--- config.mk ---
export PLATFORM = sky130hd
export DESIGN_NAME = pll_divider_search_flat
export DESIGN_NICKNAME = d
export VERILOG_FILES = /design/src/sv/pds_pkg.sv /design/src/sv/pds_if.sv /design/src/sv/pds_front.sv /design/src/sv/pds_queue.sv /design/src/sv/pds_back.sv /design/src/sv/pll_divider_search.sv /design/src/flat_wrapper.sv
export SDC_FILE = /design/constraint.sdc
export NUM_CORES = 2
export LEC_CHECK = 0
export BUFFER_PORTS_ARGS = -buffer_cell sky130_fd_sc_hd__buf_2
export CELL_PAD_IN_SITES_DETAIL_PLACEMENT = 2
export CELL_PAD_IN_SITES_GLOBAL_PLACEMENT = 2
export CORE_ASPECT_RATIO = 1.5
export CORE_MARGIN = 2
export CORE_UTILIZATION = 45
export DETAILED_ROUTE_END_ITERATION = 8
export PLACE_DENSITY = 0.95
export SYNTH_ARGS = -nofsm -noshare
export SYNTH_HDL_FRONTEND = slang
export SYNTH_SLANG_ARGS = --single-unit
--- constraint.sdc ---
create_clock -name i_clk -period 22.3 [get_ports i_clk]
set_input_delay 5.575 -clock i_clk [delete_from_list [all_inputs] [get_ports i_clk]]
set_output_delay 5.575 -clock i_clk [all_outputs]
set_load 0.1 [all_outputs]
--- src/sv/pds_pkg.sv ---
// ----------------------------------------------------------------------------
// pds_pkg
// Shared types and constants of the PLL divider search block.
// ----------------------------------------------------------------------------
package pds_pkg;

    localparam int unsigned TGT_IN_W = 20;
    localparam int unsigned TGT_W    = 24;
    localparam int unsigned REF_W    = 16;
    localparam int unsigned CODE_W   = 3;
    localparam int unsigned MULT_W   = 4;
    localparam int unsigned BYTE_W   = 8;
    localparam int unsigned ACH_W    = 26;
    localparam int unsigned TOL_W    = 14;
    localparam int unsigned APB_DW   = 32;
    localparam int unsigned APB_AW   = 3;

    localparam int unsigned REF_DIV_MIN = 2;
    localparam int unsigned VCO_DIV_MIN = 10;
    localparam int unsigned VCO_OFFSET  = 8;
    localparam int unsigned REF_OFFSET  = 2;

    localparam int unsigned QUEUE_DEPTH = 2;

    localparam logic [TGT_IN_W-1:0] THR_LOW  = 20'd15000;
    localparam logic [TGT_IN_W-1:0] THR_MID  = 20'd30000;
    localparam logic [TGT_IN_W-1:0] THR_HIGH = 20'd60000;

    localparam logic [CODE_W-1:0] OD_CODE_LOW  = 3'd0;
    localparam logic [CODE_W-1:0] OD_CODE_MID  = 3'd4;
    localparam logic [CODE_W-1:0] OD_CODE_HIGH = 3'd6;
    localparam logic [CODE_W-1:0] OD_CODE_TOP  = 3'd1;

    localparam logic [MULT_W-1:0] MULT_LOW  = 4'd10;
    localparam logic [MULT_W-1:0] MULT_MID  = 4'd5;
    localparam logic [MULT_W-1:0] MULT_HIGH = 4'd3;
    localparam logic [MULT_W-1:0] MULT_TOP  = 4'd2;

    localparam logic [BYTE_W-1:0] MODE_BASE = 8'h10;
    localparam logic [BYTE_W-1:0] VLSB_FLAG = 8'h80;
    localparam logic [TOL_W-1:0]  TOL_KHZ   = 14'd10000;
    localparam logic [REF_W-1:0]  REF_RESET = 16'd20000;

    localparam logic REG_REF_IDX = 1'b0;

    typedef struct packed {
        logic [CODE_W-1:0] code;
        logic [TGT_W-1:0]  vco_target;
    } t_job;

endpackage

--- src/sv/pds_if.sv ---
// ----------------------------------------------------------------------------
// pds_if
// Valid/ready channels for target words and programming result words.
// ----------------------------------------------------------------------------
interface pds_in_if;
    logic                          valid;
    logic                          ready;
    logic [pds_pkg::TGT_IN_W-1:0]  target_khz;

    modport source (output valid, output target_khz, input ready);
    modport sink   (input valid, input target_khz, output ready);
endinterface

interface pds_out_if;
    logic                         valid;
    logic                         ready;
    logic [pds_pkg::BYTE_W-1:0]   mode_byte;
    logic [pds_pkg::BYTE_W-1:0]   vco_byte;
    logic [pds_pkg::BYTE_W-1:0]   ref_byte;
    logic                         found;
    logic [pds_pkg::ACH_W-1:0]    achieved_vco_khz;

    modport source (output valid, output mode_byte, output vco_byte, output ref_byte,
                    output found, output achieved_vco_khz, input ready);
    modport sink   (input valid, input mode_byte, input vco_byte, input ref_byte,
                    input found, input achieved_vco_khz, output ready);
endinterface

--- src/sv/pds_front.sv ---
// ----------------------------------------------------------------------------
// pds_front
// Holds the reference register and classifies each target into an output
// divider code and a VCO target.
// ----------------------------------------------------------------------------
module pds_front (
    input  logic                         i_clk,
    input  logic                         i_rst_n,
    input  logic                         psel,
    input  logic                         penable,
    input  logic                         pwrite,
    input  logic [pds_pkg::APB_AW-1:0]   paddr,
    input  logic [pds_pkg::APB_DW-1:0]   pwdata,
    output logic [pds_pkg::APB_DW-1:0]   prdata,
    output logic                         pready,
    input  logic                         i_valid,
    input  logic [pds_pkg::TGT_IN_W-1:0] i_target_khz,
    output logic                         o_ready,
    output logic                         o_push,
    output pds_pkg::t_job                o_job,
    input  logic                         i_push_ready,
    output logic [pds_pkg::REF_W-1:0]    o_ref
);

    logic [pds_pkg::REF_W-1:0]  r_ref;
    logic [pds_pkg::MULT_W-1:0] mult;
    logic                       reg_hit;

    assign reg_hit = (paddr[2] == pds_pkg::REG_REF_IDX);

    always_ff @(posedge i_clk) begin
        if (!i_rst_n) begin
            r_ref <= pds_pkg::REF_RESET;
        end else if (psel && penable && pwrite && reg_hit) begin
            r_ref <= pwdata[pds_pkg::REF_W-1:0];
        end
    end

    assign pready = 1'b1;
    assign prdata = reg_hit ? pds_pkg::APB_DW'(r_ref) : '0;
    assign o_ref  = r_ref;

    always_comb begin
        o_job.code = pds_pkg::OD_CODE_LOW;
        mult       = pds_pkg::MULT_LOW;
        if (i_target_khz > pds_pkg::THR_HIGH) begin
            o_job.code = pds_pkg::OD_CODE_TOP;
            mult       = pds_pkg::MULT_TOP;
        end else if (i_target_khz > pds_pkg::THR_MID) begin
            o_job.code = pds_pkg::OD_CODE_HIGH;
            mult       = pds_pkg::MULT_HIGH;
        end else if (i_target_khz > pds_pkg::THR_LOW) begin
            o_job.code = pds_pkg::OD_CODE_MID;
            mult       = pds_pkg::MULT_MID;
        end
        o_job.vco_target = pds_pkg::TGT_W'(i_target_khz) * pds_pkg::TGT_W'(mult);
    end

    assign o_push  = i_valid;
    assign o_ready = i_push_ready;

endmodule

--- src/sv/pds_queue.sv ---
// ----------------------------------------------------------------------------
// pds_queue
// Short job queue between the classifier and the search engine.
// ----------------------------------------------------------------------------
module pds_queue (
    input  logic          i_clk,
    input  logic          i_rst_n,
    input  logic          i_push,
    input  pds_pkg::t_job i_job,
    output logic          o_push_ready,
    output logic          o_pop_valid,
    output pds_pkg::t_job o_job,
    input  logic          i_pop
);

    localparam int unsigned PTR_W = (pds_pkg::QUEUE_DEPTH > 1) ?
                                    $clog2(pds_pkg::QUEUE_DEPTH) : 1;
    localparam int unsigned CNT_W = $clog2(pds_pkg::QUEUE_DEPTH + 1);
    localparam logic [PTR_W-1:0] LAST_PTR = PTR_W'(pds_pkg::QUEUE_DEPTH - 1);

    pds_pkg::t_job    r_mem [pds_pkg::QUEUE_DEPTH];
    logic [PTR_W-1:0] r_wp;
    logic [PTR_W-1:0] r_rp;
    logic [CNT_W-1:0] r_cnt;
    logic             do_push;
    logic             do_pop;

    assign o_push_ready = (r_cnt != CNT_W'(pds_pkg::QUEUE_DEPTH));
    assign o_pop_valid  = (r_cnt != '0);
    assign o_job        = r_mem[r_rp];
    assign do_push      = i_push && o_push_ready;
    assign do_pop       = i_pop && o_pop_valid;

    always_ff @(posedge i_clk) begin
        if (do_push) begin
            r_mem[r_wp] <= i_job;
        end
    end

    always_ff @(posedge i_clk) begin
        if (!i_rst_n) begin
            r_wp  <= '0;
            r_rp  <= '0;
            r_cnt <= '0;
        end else begin
            if (do_push) begin
                r_wp <= (r_wp == LAST_PTR) ? '0 : r_wp + 1'b1;
            end
            if (do_pop) begin
                r_rp <= (r_rp == LAST_PTR) ? '0 : r_rp + 1'b1;
            end
            if (do_push && !do_pop) begin
                r_cnt <= r_cnt + 1'b1;
            end else if (do_pop && !do_push) begin
                r_cnt <= r_cnt - 1'b1;
            end
        end
    end

endmodule

--- src/sv/pds_back.sv ---
// ----------------------------------------------------------------------------
// pds_back
// Walks every divider pair one per cycle, keeps the closest, then divides
// out the achieved VCO frequency and holds the result word.
// ----------------------------------------------------------------------------
module pds_back #(
    parameter int unsigned REF_DIV_MAX = 50,
    parameter int unsigned VCO_DIV_MAX = 511
) (
    input  logic                        i_clk,
    input  logic                        i_rst_n,
    input  logic [pds_pkg::REF_W-1:0]   i_ref,
    input  logic                        i_job_valid,
    input  pds_pkg::t_job               i_job,
    output logic                        o_job_pop,
    output logic                        o_valid,
    input  logic                        i_ready,
    output logic [pds_pkg::BYTE_W-1:0]  o_mode_byte,
    output logic [pds_pkg::BYTE_W-1:0]  o_vco_byte,
    output logic [pds_pkg::BYTE_W-1:0]  o_ref_byte,
    output logic                        o_found,
    output logic [pds_pkg::ACH_W-1:0]   o_achieved_vco_khz
);

    localparam int unsigned R_W    = $clog2(REF_DIV_MAX + 1);
    localparam int unsigned V_W    = $clog2(VCO_DIV_MAX + 1);
    localparam int unsigned DEN_W  = $clog2(REF_DIV_MAX + pds_pkg::REF_OFFSET + 1);
    localparam int unsigned VP_W   = $clog2(VCO_DIV_MAX + pds_pkg::VCO_OFFSET + 1);
    localparam int unsigned PROD_W = pds_pkg::REF_W + VP_W;
    localparam int unsigned SC_W   = pds_pkg::TGT_W + DEN_W;
    localparam int unsigned NUM_W  = pds_pkg::TOL_W + DEN_W;
    localparam int unsigned CMP_W  = SC_W + DEN_W;
    localparam int unsigned DCNT_W = $clog2(PROD_W);

    localparam logic [R_W-1:0]    R_FIRST = R_W'(pds_pkg::REF_DIV_MIN);
    localparam logic [R_W-1:0]    R_LAST  = R_W'(REF_DIV_MAX);
    localparam logic [V_W-1:0]    V_FIRST = V_W'(pds_pkg::VCO_DIV_MIN);
    localparam logic [V_W-1:0]    V_LAST  = V_W'(VCO_DIV_MAX);
    localparam logic [DEN_W-1:0]  D_FIRST = DEN_W'(pds_pkg::REF_DIV_MIN + pds_pkg::REF_OFFSET);
    localparam logic [PROD_W-1:0] P_FIRST = PROD_W'(pds_pkg::VCO_DIV_MIN + pds_pkg::VCO_OFFSET);
    localparam logic [DCNT_W-1:0] DC_LAST = DCNT_W'(PROD_W - 1);

    typedef enum logic [2:0] {
        S_IDLE,
        S_SEARCH,
        S_DRAIN,
        S_MUL,
        S_DIV,
        S_HOLD
    } t_state;

    t_state                     r_state;
    logic [pds_pkg::CODE_W-1:0] r_code;
    logic [pds_pkg::TGT_W-1:0]  r_tgt;
    logic [R_W-1:0]             r_r;
    logic [V_W-1:0]             r_v;
    logic [DEN_W-1:0]           r_den;
    logic [PROD_W-1:0]          r_prod;
    logic [SC_W-1:0]            r_scaled;

    logic                       r_a_vld;
    logic [SC_W-1:0]            r_a_err;
    logic [DEN_W-1:0]           r_a_den;
    logic [R_W-1:0]             r_a_r;
    logic [V_W-1:0]             r_a_v;

    logic                       r_hit;
    logic [NUM_W-1:0]           r_bnum;
    logic [DEN_W-1:0]           r_bden;
    logic [R_W-1:0]             r_br;
    logic [V_W-1:0]             r_bv;

    logic [PROD_W-1:0]          r_dvd;
    logic [DEN_W-1:0]           r_rem;
    logic [DCNT_W-1:0]          r_dcnt;

    logic                       r_ovld;
    logic [pds_pkg::BYTE_W-1:0] r_omode;
    logic [pds_pkg::BYTE_W-1:0] r_ovco;
    logic [pds_pkg::BYTE_W-1:0] r_oref;
    logic                       r_ofound;
    logic [pds_pkg::ACH_W-1:0]  r_oach;

    logic [SC_W-1:0]            prod_ext;
    logic [SC_W-1:0]            err;
    logic [CMP_W-1:0]           lhs;
    logic [CMP_W-1:0]           rhs;
    logic                       take;
    logic [DEN_W:0]             rem_sh;
    logic [DEN_W:0]             divisor;
    logic                       q_bit;
    logic [DEN_W:0]             rem_nx;
    logic [PROD_W-1:0]          prod_first;
    logic                       out_free;

    assign prod_first = PROD_W'(i_ref) * P_FIRST;
    assign prod_ext   = SC_W'(r_prod);
    assign err        = (prod_ext >= r_scaled) ? prod_ext - r_scaled : r_scaled - prod_ext;

    // err / den < best_num / best_den, cross-multiplied
    assign lhs  = CMP_W'(r_a_err) * CMP_W'(r_bden);
    assign rhs  = CMP_W'(r_bnum) * CMP_W'(r_a_den);
    assign take = r_a_vld && (lhs < rhs);

    assign rem_sh  = {r_rem, r_dvd[PROD_W-1]};
    assign divisor = (DEN_W + 1)'(r_br) + (DEN_W + 1)'(pds_pkg::REF_OFFSET);
    assign q_bit   = (rem_sh >= divisor);
    assign rem_nx  = q_bit ? rem_sh - divisor : rem_sh;

    assign out_free  = !r_ovld || i_ready;
    assign o_job_pop = (r_state == S_IDLE);

    always_ff @(posedge i_clk) begin
        if (!i_rst_n) begin
            r_state <= S_IDLE;
            r_a_vld <= 1'b0;
            r_ovld  <= 1'b0;
        end else begin
            r_a_vld <= 1'b0;
            if (r_ovld && i_ready) begin
                r_ovld <= 1'b0;
            end

            if (take) begin
                r_hit  <= 1'b1;
                r_bnum <= NUM_W'(r_a_err);
                r_bden <= r_a_den;
                r_br   <= r_a_r;
                r_bv   <= r_a_v;
            end

            case (r_state)
                S_IDLE: begin
                    if (i_job_valid) begin
                        r_code   <= i_job.code;
                        r_tgt    <= i_job.vco_target;
                        r_r      <= R_FIRST;
                        r_v      <= V_FIRST;
                        r_den    <= D_FIRST;
                        r_prod   <= prod_first;
                        r_scaled <= SC_W'(i_job.vco_target) * SC_W'(D_FIRST);
                        r_hit    <= 1'b0;
                        r_bnum   <= NUM_W'(pds_pkg::TOL_KHZ);
                        r_bden   <= DEN_W'(1);
                        r_br     <= '0;
                        r_bv     <= '0;
                        r_state  <= S_SEARCH;
                    end
                end
                S_SEARCH: begin
                    r_a_vld <= 1'b1;
                    r_a_err <= err;
                    r_a_den <= r_den;
                    r_a_r   <= r_r;
                    r_a_v   <= r_v;
                    if (r_v == V_LAST) begin
                        if (r_r == R_LAST) begin
                            r_state <= S_DRAIN;
                        end else begin
                            r_r      <= r_r + 1'b1;
                            r_v      <= V_FIRST;
                            r_den    <= r_den + 1'b1;
                            r_prod   <= prod_first;
                            r_scaled <= r_scaled + SC_W'(r_tgt);
                        end
                    end else begin
                        r_v    <= r_v + 1'b1;
                        r_prod <= r_prod + PROD_W'(i_ref);
                    end
                end
                S_DRAIN: begin
                    r_state <= S_MUL;
                end
                S_MUL: begin
                    r_dvd   <= PROD_W'(i_ref) * (PROD_W'(r_bv) + PROD_W'(pds_pkg::VCO_OFFSET));
                    r_rem   <= '0;
                    r_dcnt  <= '0;
                    r_state <= S_DIV;
                end
                S_DIV: begin
                    r_rem  <= rem_nx[DEN_W-1:0];
                    r_dvd  <= {r_dvd[PROD_W-2:0], q_bit};
                    r_dcnt <= r_dcnt + 1'b1;
                    if (r_dcnt == DC_LAST) begin
                        r_state <= S_HOLD;
                    end
                end
                S_HOLD: begin
                    if (out_free) begin
                        r_ovld <= 1'b1;
                        if (r_hit) begin
                            r_omode  <= pds_pkg::MODE_BASE | pds_pkg::BYTE_W'(r_code);
                            r_ovco   <= pds_pkg::BYTE_W'(r_bv >> 1);
                            r_oref   <= pds_pkg::BYTE_W'(r_br) |
                                        (r_bv[0] ? pds_pkg::VLSB_FLAG : '0);
                            r_ofound <= 1'b1;
                            r_oach   <= pds_pkg::ACH_W'(r_dvd);
                        end else begin
                            r_omode  <= '0;
                            r_ovco   <= '0;
                            r_oref   <= '0;
                            r_ofound <= 1'b0;
                            r_oach   <= '0;
                        end
                        r_state <= S_IDLE;
                    end
                end
                default: begin
                    r_state <= S_IDLE;
                end
            endcase
        end
    end

    assign o_valid            = r_ovld;
    assign o_mode_byte        = r_omode;
    assign o_vco_byte         = r_ovco;
    assign o_ref_byte         = r_oref;
    assign o_found            = r_ofound;
    assign o_achieved_vco_khz = r_oach;

endmodule

--- src/sv/pll_divider_search.sv ---
// sequence: an accepted target runs the search loop, then S_DRAIN, S_MUL and S_DIV,
//   and waits in S_HOLD until the result register is free
// rate: the search loop tries one divider pair per cycle, plus one quotient bit per
//   cycle in the final divide; one search runs at a time
// up to two further targets queue up while a search runs
// reset: synchronous active low, clears control state, reference reg to 20000 kHz
// ----------------------------------------------------------------------------
// pll_divider_search
// Top level: classifier front, job queue and divider search engine.
// ----------------------------------------------------------------------------
module pll_divider_search #(
    parameter int unsigned REF_DIV_MAX = 50,
    parameter int unsigned VCO_DIV_MAX = 511
) (
    input  logic                       i_clk,
    input  logic                       i_rst_n,
    input  logic                       psel,
    input  logic                       penable,
    input  logic                       pwrite,
    input  logic [pds_pkg::APB_AW-1:0] paddr,
    input  logic [pds_pkg::APB_DW-1:0] pwdata,
    output logic [pds_pkg::APB_DW-1:0] prdata,
    output logic                       pready,
    pds_in_if.sink                     i_tgt,
    pds_out_if.source                  o_res
);

    logic                      push;
    logic                      push_ready;
    pds_pkg::t_job             push_job;
    logic                      pop_valid;
    logic                      pop;
    pds_pkg::t_job             pop_job;
    logic [pds_pkg::REF_W-1:0] ref_khz;

    pds_front u_front (
        .i_clk        (i_clk),
        .i_rst_n      (i_rst_n),
        .psel         (psel),
        .penable      (penable),
        .pwrite       (pwrite),
        .paddr        (paddr),
        .pwdata       (pwdata),
        .prdata       (prdata),
        .pready       (pready),
        .i_valid      (i_tgt.valid),
        .i_target_khz (i_tgt.target_khz),
        .o_ready      (i_tgt.ready),
        .o_push       (push),
        .o_job        (push_job),
        .i_push_ready (push_ready),
        .o_ref        (ref_khz)
    );

    pds_queue u_queue (
        .i_clk        (i_clk),
        .i_rst_n      (i_rst_n),
        .i_push       (push),
        .i_job        (push_job),
        .o_push_ready (push_ready),
        .o_pop_valid  (pop_valid),
        .o_job        (pop_job),
        .i_pop        (pop)
    );

    pds_back #(
        .REF_DIV_MAX (REF_DIV_MAX),
        .VCO_DIV_MAX (VCO_DIV_MAX)
    ) u_back (
        .i_clk              (i_clk),
        .i_rst_n            (i_rst_n),
        .i_ref              (ref_khz),
        .i_job_valid        (pop_valid),
        .i_job              (pop_job),
        .o_job_pop          (pop),
        .o_valid            (o_res.valid),
        .i_ready            (o_res.ready),
        .o_mode_byte        (o_res.mode_byte),
        .o_vco_byte         (o_res.vco_byte),
        .o_ref_byte         (o_res.ref_byte),
        .o_found            (o_res.found),
        .o_achieved_vco_khz (o_res.achieved_vco_khz)
    );

endmodule

--- src/flat_wrapper.sv ---
// flat-port wrapper written by rule: the top's interface ports become plain ports
module pll_divider_search_flat 
#(
    parameter int unsigned REF_DIV_MAX = 50,
    parameter int unsigned VCO_DIV_MAX = 511
)
  (i_clk, i_rst_n, psel, penable, pwrite, paddr, pwdata, prdata, pready, i_tgt_valid, i_tgt_target_khz, i_tgt_ready, o_res_valid, o_res_mode_byte, o_res_vco_byte, o_res_ref_byte, o_res_found, o_res_achieved_vco_khz, o_res_ready);
  pds_in_if i_tgt_i ();
  pds_out_if o_res_i ();
  input  logic i_clk;
  input  logic i_rst_n;
  input  logic psel;
  input  logic penable;
  input  logic pwrite;
  input  logic [pds_pkg::APB_AW-1:0] paddr;
  input  logic [pds_pkg::APB_DW-1:0] pwdata;
  output logic [pds_pkg::APB_DW-1:0] prdata;
  output logic pready;
  input wire logic [$bits(i_tgt_i.valid)-1:0] i_tgt_valid;
  input wire logic [$bits(i_tgt_i.target_khz)-1:0] i_tgt_target_khz;
  output wire logic [$bits(i_tgt_i.ready)-1:0] i_tgt_ready;
  output wire logic [$bits(o_res_i.valid)-1:0] o_res_valid;
  output wire logic [$bits(o_res_i.mode_byte)-1:0] o_res_mode_byte;
  output wire logic [$bits(o_res_i.vco_byte)-1:0] o_res_vco_byte;
  output wire logic [$bits(o_res_i.ref_byte)-1:0] o_res_ref_byte;
  output wire logic [$bits(o_res_i.found)-1:0] o_res_found;
  output wire logic [$bits(o_res_i.achieved_vco_khz)-1:0] o_res_achieved_vco_khz;
  input wire logic [$bits(o_res_i.ready)-1:0] o_res_ready;
  assign i_tgt_i.valid = i_tgt_valid;
  assign i_tgt_i.target_khz = i_tgt_target_khz;
  assign i_tgt_ready = i_tgt_i.ready;
  assign o_res_valid = o_res_i.valid;
  assign o_res_mode_byte = o_res_i.mode_byte;
  assign o_res_vco_byte = o_res_i.vco_byte;
  assign o_res_ref_byte = o_res_i.ref_byte;
  assign o_res_found = o_res_i.found;
  assign o_res_achieved_vco_khz = o_res_i.achieved_vco_khz;
  assign o_res_i.ready = o_res_ready;
  pll_divider_search #(.REF_DIV_MAX(REF_DIV_MAX), .VCO_DIV_MAX(VCO_DIV_MAX)) u_core (.i_clk(i_clk), .i_rst_n(i_rst_n), .psel(psel), .penable(penable), .pwrite(pwrite), .paddr(paddr), .pwdata(pwdata), .prdata(prdata), .pready(pready), .i_tgt(i_tgt_i), .o_res(o_res_i));
endmodule
# --- After elaboration in Yosys (flattened, before gate mapping) ---
# Memory sizes are Yosys's and may differ from the RTL's. A register that Yosys moved wholly into a read port is not among the register bits.
# Index checks and enable logic that the tools add are counted.
totals:
  register_bits: 310
  latchBits: 0
  ramBits: 54
  mem_bits_ro: 0
  inputBits: 62
  out_inout_bits: 86
  word_cells: 170
  mem_count: 1
op_classes:
  add_sub_neg: 15
  n_mul: 5
  n_div: 0
  magnitude_cmp: 6
  eq_ne: 16
  shifts: 0
  muxes: 68
  bitwise: 2
  reduce_logical: 25
memory_table:
  columns: ["memory", "words", "width", "read_ports", "rd_clocked_by_memory_dff", "wr", "line", "source"]
  rows:
  - ["u_core.u_queue.r_mem", 2, 27, 1, 1, 1, "pds_queue.sv:21", "pds_pkg::t_job r_mem [pds_pkg::QUEUE_DEPTH];"]
op_table:
  columns: ["operator", "count"]
  rows:
  - ["30-bit 2-to-1 mux", 4]
  - ["26-bit case mux with 2 select lines", 2]
  - ["26-bit 2-to-1 mux", 3]
  - ["6-bit 2-to-1 mux", 13]
  - ["20-bit 2-to-1 mux", 3]
  - ["30-bit case mux with 2 select lines", 1]
  - ["9-bit 2-to-1 mux", 6]
  - ["36-bit by 26-bit < comparator with 1-bit output", 1]
  - ["30-bit by 6-bit multiplier with 36-bit output", 1]
  - ["6-bit case mux with 2 select lines", 3]
  - ["30-bit by 24-bit adder with 30-bit output", 1]
  - ["26-bit by 30-bit greater-or-equal comparator with 1-bit output", 1]
  - ["26-bit by 30-bit subtractor with 30-bit output", 1]
  - ["30-bit by 26-bit subtractor with 30-bit output", 1]
  - ["26-bit by 16-bit adder with 26-bit output", 1]
  - ["16-bit by 10-bit multiplier with 26-bit output", 1]
  - ["20-bit by 6-bit multiplier with 26-bit output", 1]
  - ["20-bit by 4-bit multiplier with 24-bit output", 1]
  - ["3-bit 2-to-1 mux", 8]
  - ["20-bit by 14-bit greater-than comparator with 1-bit output, second input constant", 1]
  - ["20-bit by 15-bit greater-than comparator with 1-bit output, second input constant", 1]
  - ["20-bit by 16-bit greater-than comparator with 1-bit output, second input constant", 1]
  - ["16-bit by 4-bit multiplier with 20-bit output, second input constant", 1]
  - ["3-bit case mux with 6 select lines", 1]
  - ["other kinds (37)", 79]

# --- Logic depth before layout (Yosys ltp) ---
depth:
  ltp_word: 6
  depth_mapped: 30
  mapped_depth_nobuf: 28

# --- By module ---
# Synthesis repeated with hierarchy kept, for this count alone.
unflattened:
  hier_cells: 3998
  area_unflattened_um2: 37843.8
by_module_without_submodules:
  columns: ["mod", "instances", "cells_each", "area_each_um2", "seq_area_each_um2"]
  rows:
  - ["pds_back", 1, 3432, 32195.9, 8478.1]
  - ["pds_front", 1, 458, 3459.6, 320.3]
  - ["pds_queue", 1, 108, 2188.3, 1721.7]

# --- Worst setup path after synthesis ---
# OpenSTA, ideal clock, no wires.
synth_path:
  path_kind: "input to output"
  from: "input paddr[2] (netlist bit)"
  to: "output prdata[10] (netlist bit)"
  arrival_time_ns: 7.108
  t_required_ns: 16.725
  path_slack_ns: 9.617
  path_stages: 2
  path_buffers: 1
  path_cell_list: "clkbuf_1 -> nor2b_1"
synth_via:
  elab_chain_len: 1
synth_rtl:
  columns: ["element", "line", "source"]
  rows:
  - ["from (decl)", "flat_wrapper.sv:15", "input logic [pds_pkg::APB_AW-1:0] paddr;"]
  - ["16-bit 2-to-1 mux", "pds_front.sv:40", "assign prdata = reg_hit ? pds_pkg::APB_DW'(r_ref) : '0;"]
  - ["to (decl)", "flat_wrapper.sv:17", "output logic [pds_pkg::APB_DW-1:0] prdata;"]
# Every way passes these cells.

==> impl_metrics.sql <==
INSERT INTO impl_metrics (metric_group, metric, value, unit) VALUES
('drt', 'detail_route.iter0.violations', '3600', ''),
('yosys', 'synth-main-ff-cell', 'sky130_fd_sc_hd__edfxtp_1', ''),
('timing', 'fmax', '79.5', 'MHz'),
('setup_path', 'worst_setup_path_start_kind', 'input pin', ''),
('timing', 'setup_total_negative_slack', '0', 'ns'),
('setup_path', 'path_buf_inv', '2', ''),
('yosys', 'syn_avg_cell_area', '9.43', 'µm²'),
('finish', 'area.growth.synth_to_final', '8.29', '%'),
('yosys', 'synth_top_family_by_area', 'adder cells', ''),
('finish', 'mostFrequentLayoutCells', 'sky130_fd_sc_hd__inv_1, sky130_fd_sc_hd__nand2_1, sky130_fd_sc_hd__and2_1', ''),
('floorplan', 'fp-row-count', '129', ''),
('cts', 'h_tree_depth', '2', ''),
('floorplan', 'die_w', '239', 'µm'),
('setup_path', 'cell_class_contributing_the_biggest_share_of_worst_path_delay', 'simple AND/OR/NAND/NOR gates', ''),
('yosys', 'synth-xor-area-share', '4.68', '%'),
('drt', 'route.vias.total', '35357', ''),
('yosys', 'synth_compound_gate_area_share', '11.6', '%'),
('setup_path', 'kind_of_critical_path', 'in2reg', ''),
('drt', 'drc', '0', ''),
('place', 'hpwl_reported_at_the_end_of_detailed_placement', '119000', 'µm'),
('floorplan', 'die_span_y', '357', 'µm'),
('grt', 'vias_in_the_first_global_route', '40425', ''),
('yosys', 'synthAdderAreaFrac', '29.0', '%'),
('cts', 'tritoncts', 'done', ''),
('timing', 'slew-limit-headroom', '-6.49', '%'),
('finish', 'design.final.nets', '4752', ''),
('place', 'place_congestion', '0.867', ''),
('drt', 'ant_nets', '0', ''),
('drt', 'vias_per_cell', '6.82', ''),
('yosys', 'synth_area_in_simple_gates', '17.1', '%'),
('yosys', 'yosys-mux-area-fraction', '2.48', '%'),
('cts', 'cts.sinks', '359', ''),
('yosys', 'netlist_instances', '3968', ''),
('grt', 'grt_usage', '48.4', '%'),
('timing', 'layout_worst_path_cycle_share', '56.4', '%'),
('timing', 'grt_setup_unrepaired', 'false', ''),
('yosys', 'yosys_warnings', '0', ''),
('drt', 'wl_per_cell', '39.0', 'µm'),
('outcome', 'outcome', 'finished with violations', ''),
('setup_path', 'end_kind', 'flip-flop', ''),
('flow_run', 'cap_viol_max_count', '3', ''),
('grt', 'grt_first_pass_wirelength', '294000', 'µm'),
('yosys', 'synth_seq_area_share', '28.1', '%'),
('timing', 'max_slew.worst_pin.slew', '1.55', 'ns'),
('cts', 'cts_resized', '0', ''),
('grt', 'grt.overflow.total', '0', ''),
('timing', 'finalWorstPathRequiredPeriod', '12.58', 'ns'),
('yosys', 'netlist_area', '37400', 'µm²'),
('cts', 'cts_setup_buffers', '0', ''),
('setup_path', 'path_max_fanout', '14', ''),
('setup_path', 'cp_slowest_stage_delay', '0.80', 'ns'),
('yosys', 'netlist-cell-type-count', '90', ''),
('cts', 'tritoncts.num_buffers', '40', ''),
('timing', 'setup_violations', '0', ''),
('timing', 'fin_worst_skew', '0.0444', 'ns'),
('floorplan', 'die_area', '85600', 'µm²'),
('grt', 'antenna_violations_before_repair', '27', ''),
('cts', 'clock_path_buffers', '3', ''),
('yosys', 'synth_edf_count', '333', ''),
('drt', 'dr.pass1.iters', '7', ''),
('timing', 'hold_violations', '0', ''),
('cts', 'cts.reportedPaths.clkPinSlew', '0.08', 'ns'),
('setup_path', 'cp_common_cell', 'sky130_fd_sc_hd__a21oi_1', ''),
('setup_path', 'cp.arrival', '12.96', 'ns'),
('setup_path', 'critPathSlowestCell', 'sky130_fd_sc_hd__a2111oi_0', ''),
('floorplan', 'initial_utilization', '45.4', '%'),
('place', 'input_output_buffers', '107', ''),
('floorplan', 'num_io_pins', '148', ''),
('finish', 'layout-drive-gt1-share', '7.22', '%'),
('timing', 'pins_over_their_slew_limit', '11', ''),
('outcome', 'failing_checks', 'max-capacitance violations, max-slew violations', '');
state kept, by name, summed over array words and instances (netlist names), 16 cells and up, named ones only:
signal	flops
u_core.u_front.o_ref	16
u_core.u_queue.r_mem	54
u_core.u_back.r_dvd	26
u_core.u_back.r_prod	26
u_core.u_back.r_tgt	24
u_core.u_back.o_achieved_vco_khz	26
u_core.u_back.r_scaled	30
u_core.u_back.r_bnum	20
u_core.u_back.r_a_err	30
per-stage QoR:
step	cell area (µm²)	utilization [%]	setup WS, ns	std cells	hold slack [ns]
2_1_floorplan	37600	-	9.62	4003	0.431
3_3_place_gp	39100	47.5	10.31	5095	0.455
3_5_place_dp	39100	47.5	9.92	5095	0.448
4_1_cts	40500	49.1	10.25	5169	0.496
5_1_grt	40500	49.1	9.56	5173	0.494
6_report	40500	49.1	9.72	5181	0.498
cell usage after synthesis (52+ instances only):
cell	count	area share, %
sky130_fd_sc_hd__ha_1	327	11
sky130_fd_sc_hd__nand2_1	442	4.4
sky130_fd_sc_hd__edfxtp_1	333	27
sky130_fd_sc_hd__xnor2_1	108	2.5
sky130_fd_sc_hd__inv_1	496	5.0
sky130_fd_sc_hd__a21oi_1	259	3.5
sky130_fd_sc_hd__nor2b_1	53	0.89
sky130_fd_sc_hd__clkbuf_1	124	1.2
sky130_fd_sc_hd__o21ai_0	127	1.7
sky130_fd_sc_hd__xor2_1	92	2.2
sky130_fd_sc_hd__mux2i_1	60	1.6
sky130_fd_sc_hd__and2_1	347	5.8
sky130_fd_sc_hd__a21o_1	82	1.6
sky130_fd_sc_hd__nor2_1	212	2.1
sky130_fd_sc_hd__fa_1	338	18
sky130_fd_sc_hd__nand3_1	52	0.70
routing by layer:
layer / vias up / track usage (%) / wire [µm]
met5: - / 1.46 / 298
met4: 34 / 45.8 / 23600
met3: 1489 / 19.1 / 19300
met2: 2838 / 78.9 / 96500
met1: 17741 / 46.2 / 62400
li1: 13255 / - / -
worst reg2reg max path: cells and delay by family, from the launching register on:
family,cells,cell delay (ns)
muxes,1,0.60
adders and majority gates,5,2.34
xor gates and xnor gates,1,0.31
DFF,1,0.99
AOI/OAI and AO/OA,13,3.23
and+or+nand+nor,6,1.22
buffers and inverters,2,0.74
area by class of cell:
class	instances	area [µm²]
Fill cell	8565	41900
Multi-Input combinational cell	2980	24500
Sequential cell	359	10500
Inverter	497	1870
Tap cell	1113	1390
Clock buffer	47	1040
Timing Repair Buffer	147	840
Clock inverter	27	323
Antenna cell	11	27.5
logic make-up after synthesis:
logic type,Yosys count
and+or+nand+nor,1289
AOI/OAI and AO/OA,700
adders and majority gates,665
buffers and inverters,664
DFF,359
xor gates and xnor gates,200
muxes,89
other,2
path summary, 6_finish.rpt:
path / cells after the start / slack [ns] / startpoint / end
max: 21 / 9.72 / i_tgt_target_khz[3] / u_core.u_queue.r_mem[0][21]
min: 0 / 0.50 / u_core.u_back.r_v[8] / u_core.u_back.r_a_v[8]
max reg2reg: 28 / 12.62 / u_core.u_back.r_a_den[4] / u_core.u_back.r_bnum[19]
min reg2reg: 0 / 0.50 / u_core.u_back.r_v[8] / u_core.u_back.r_a_v[8]
Power is left out: the tool's default activity adds up to more than one toggle a clock period on the data nets, which glitch-free logic cannot reach.
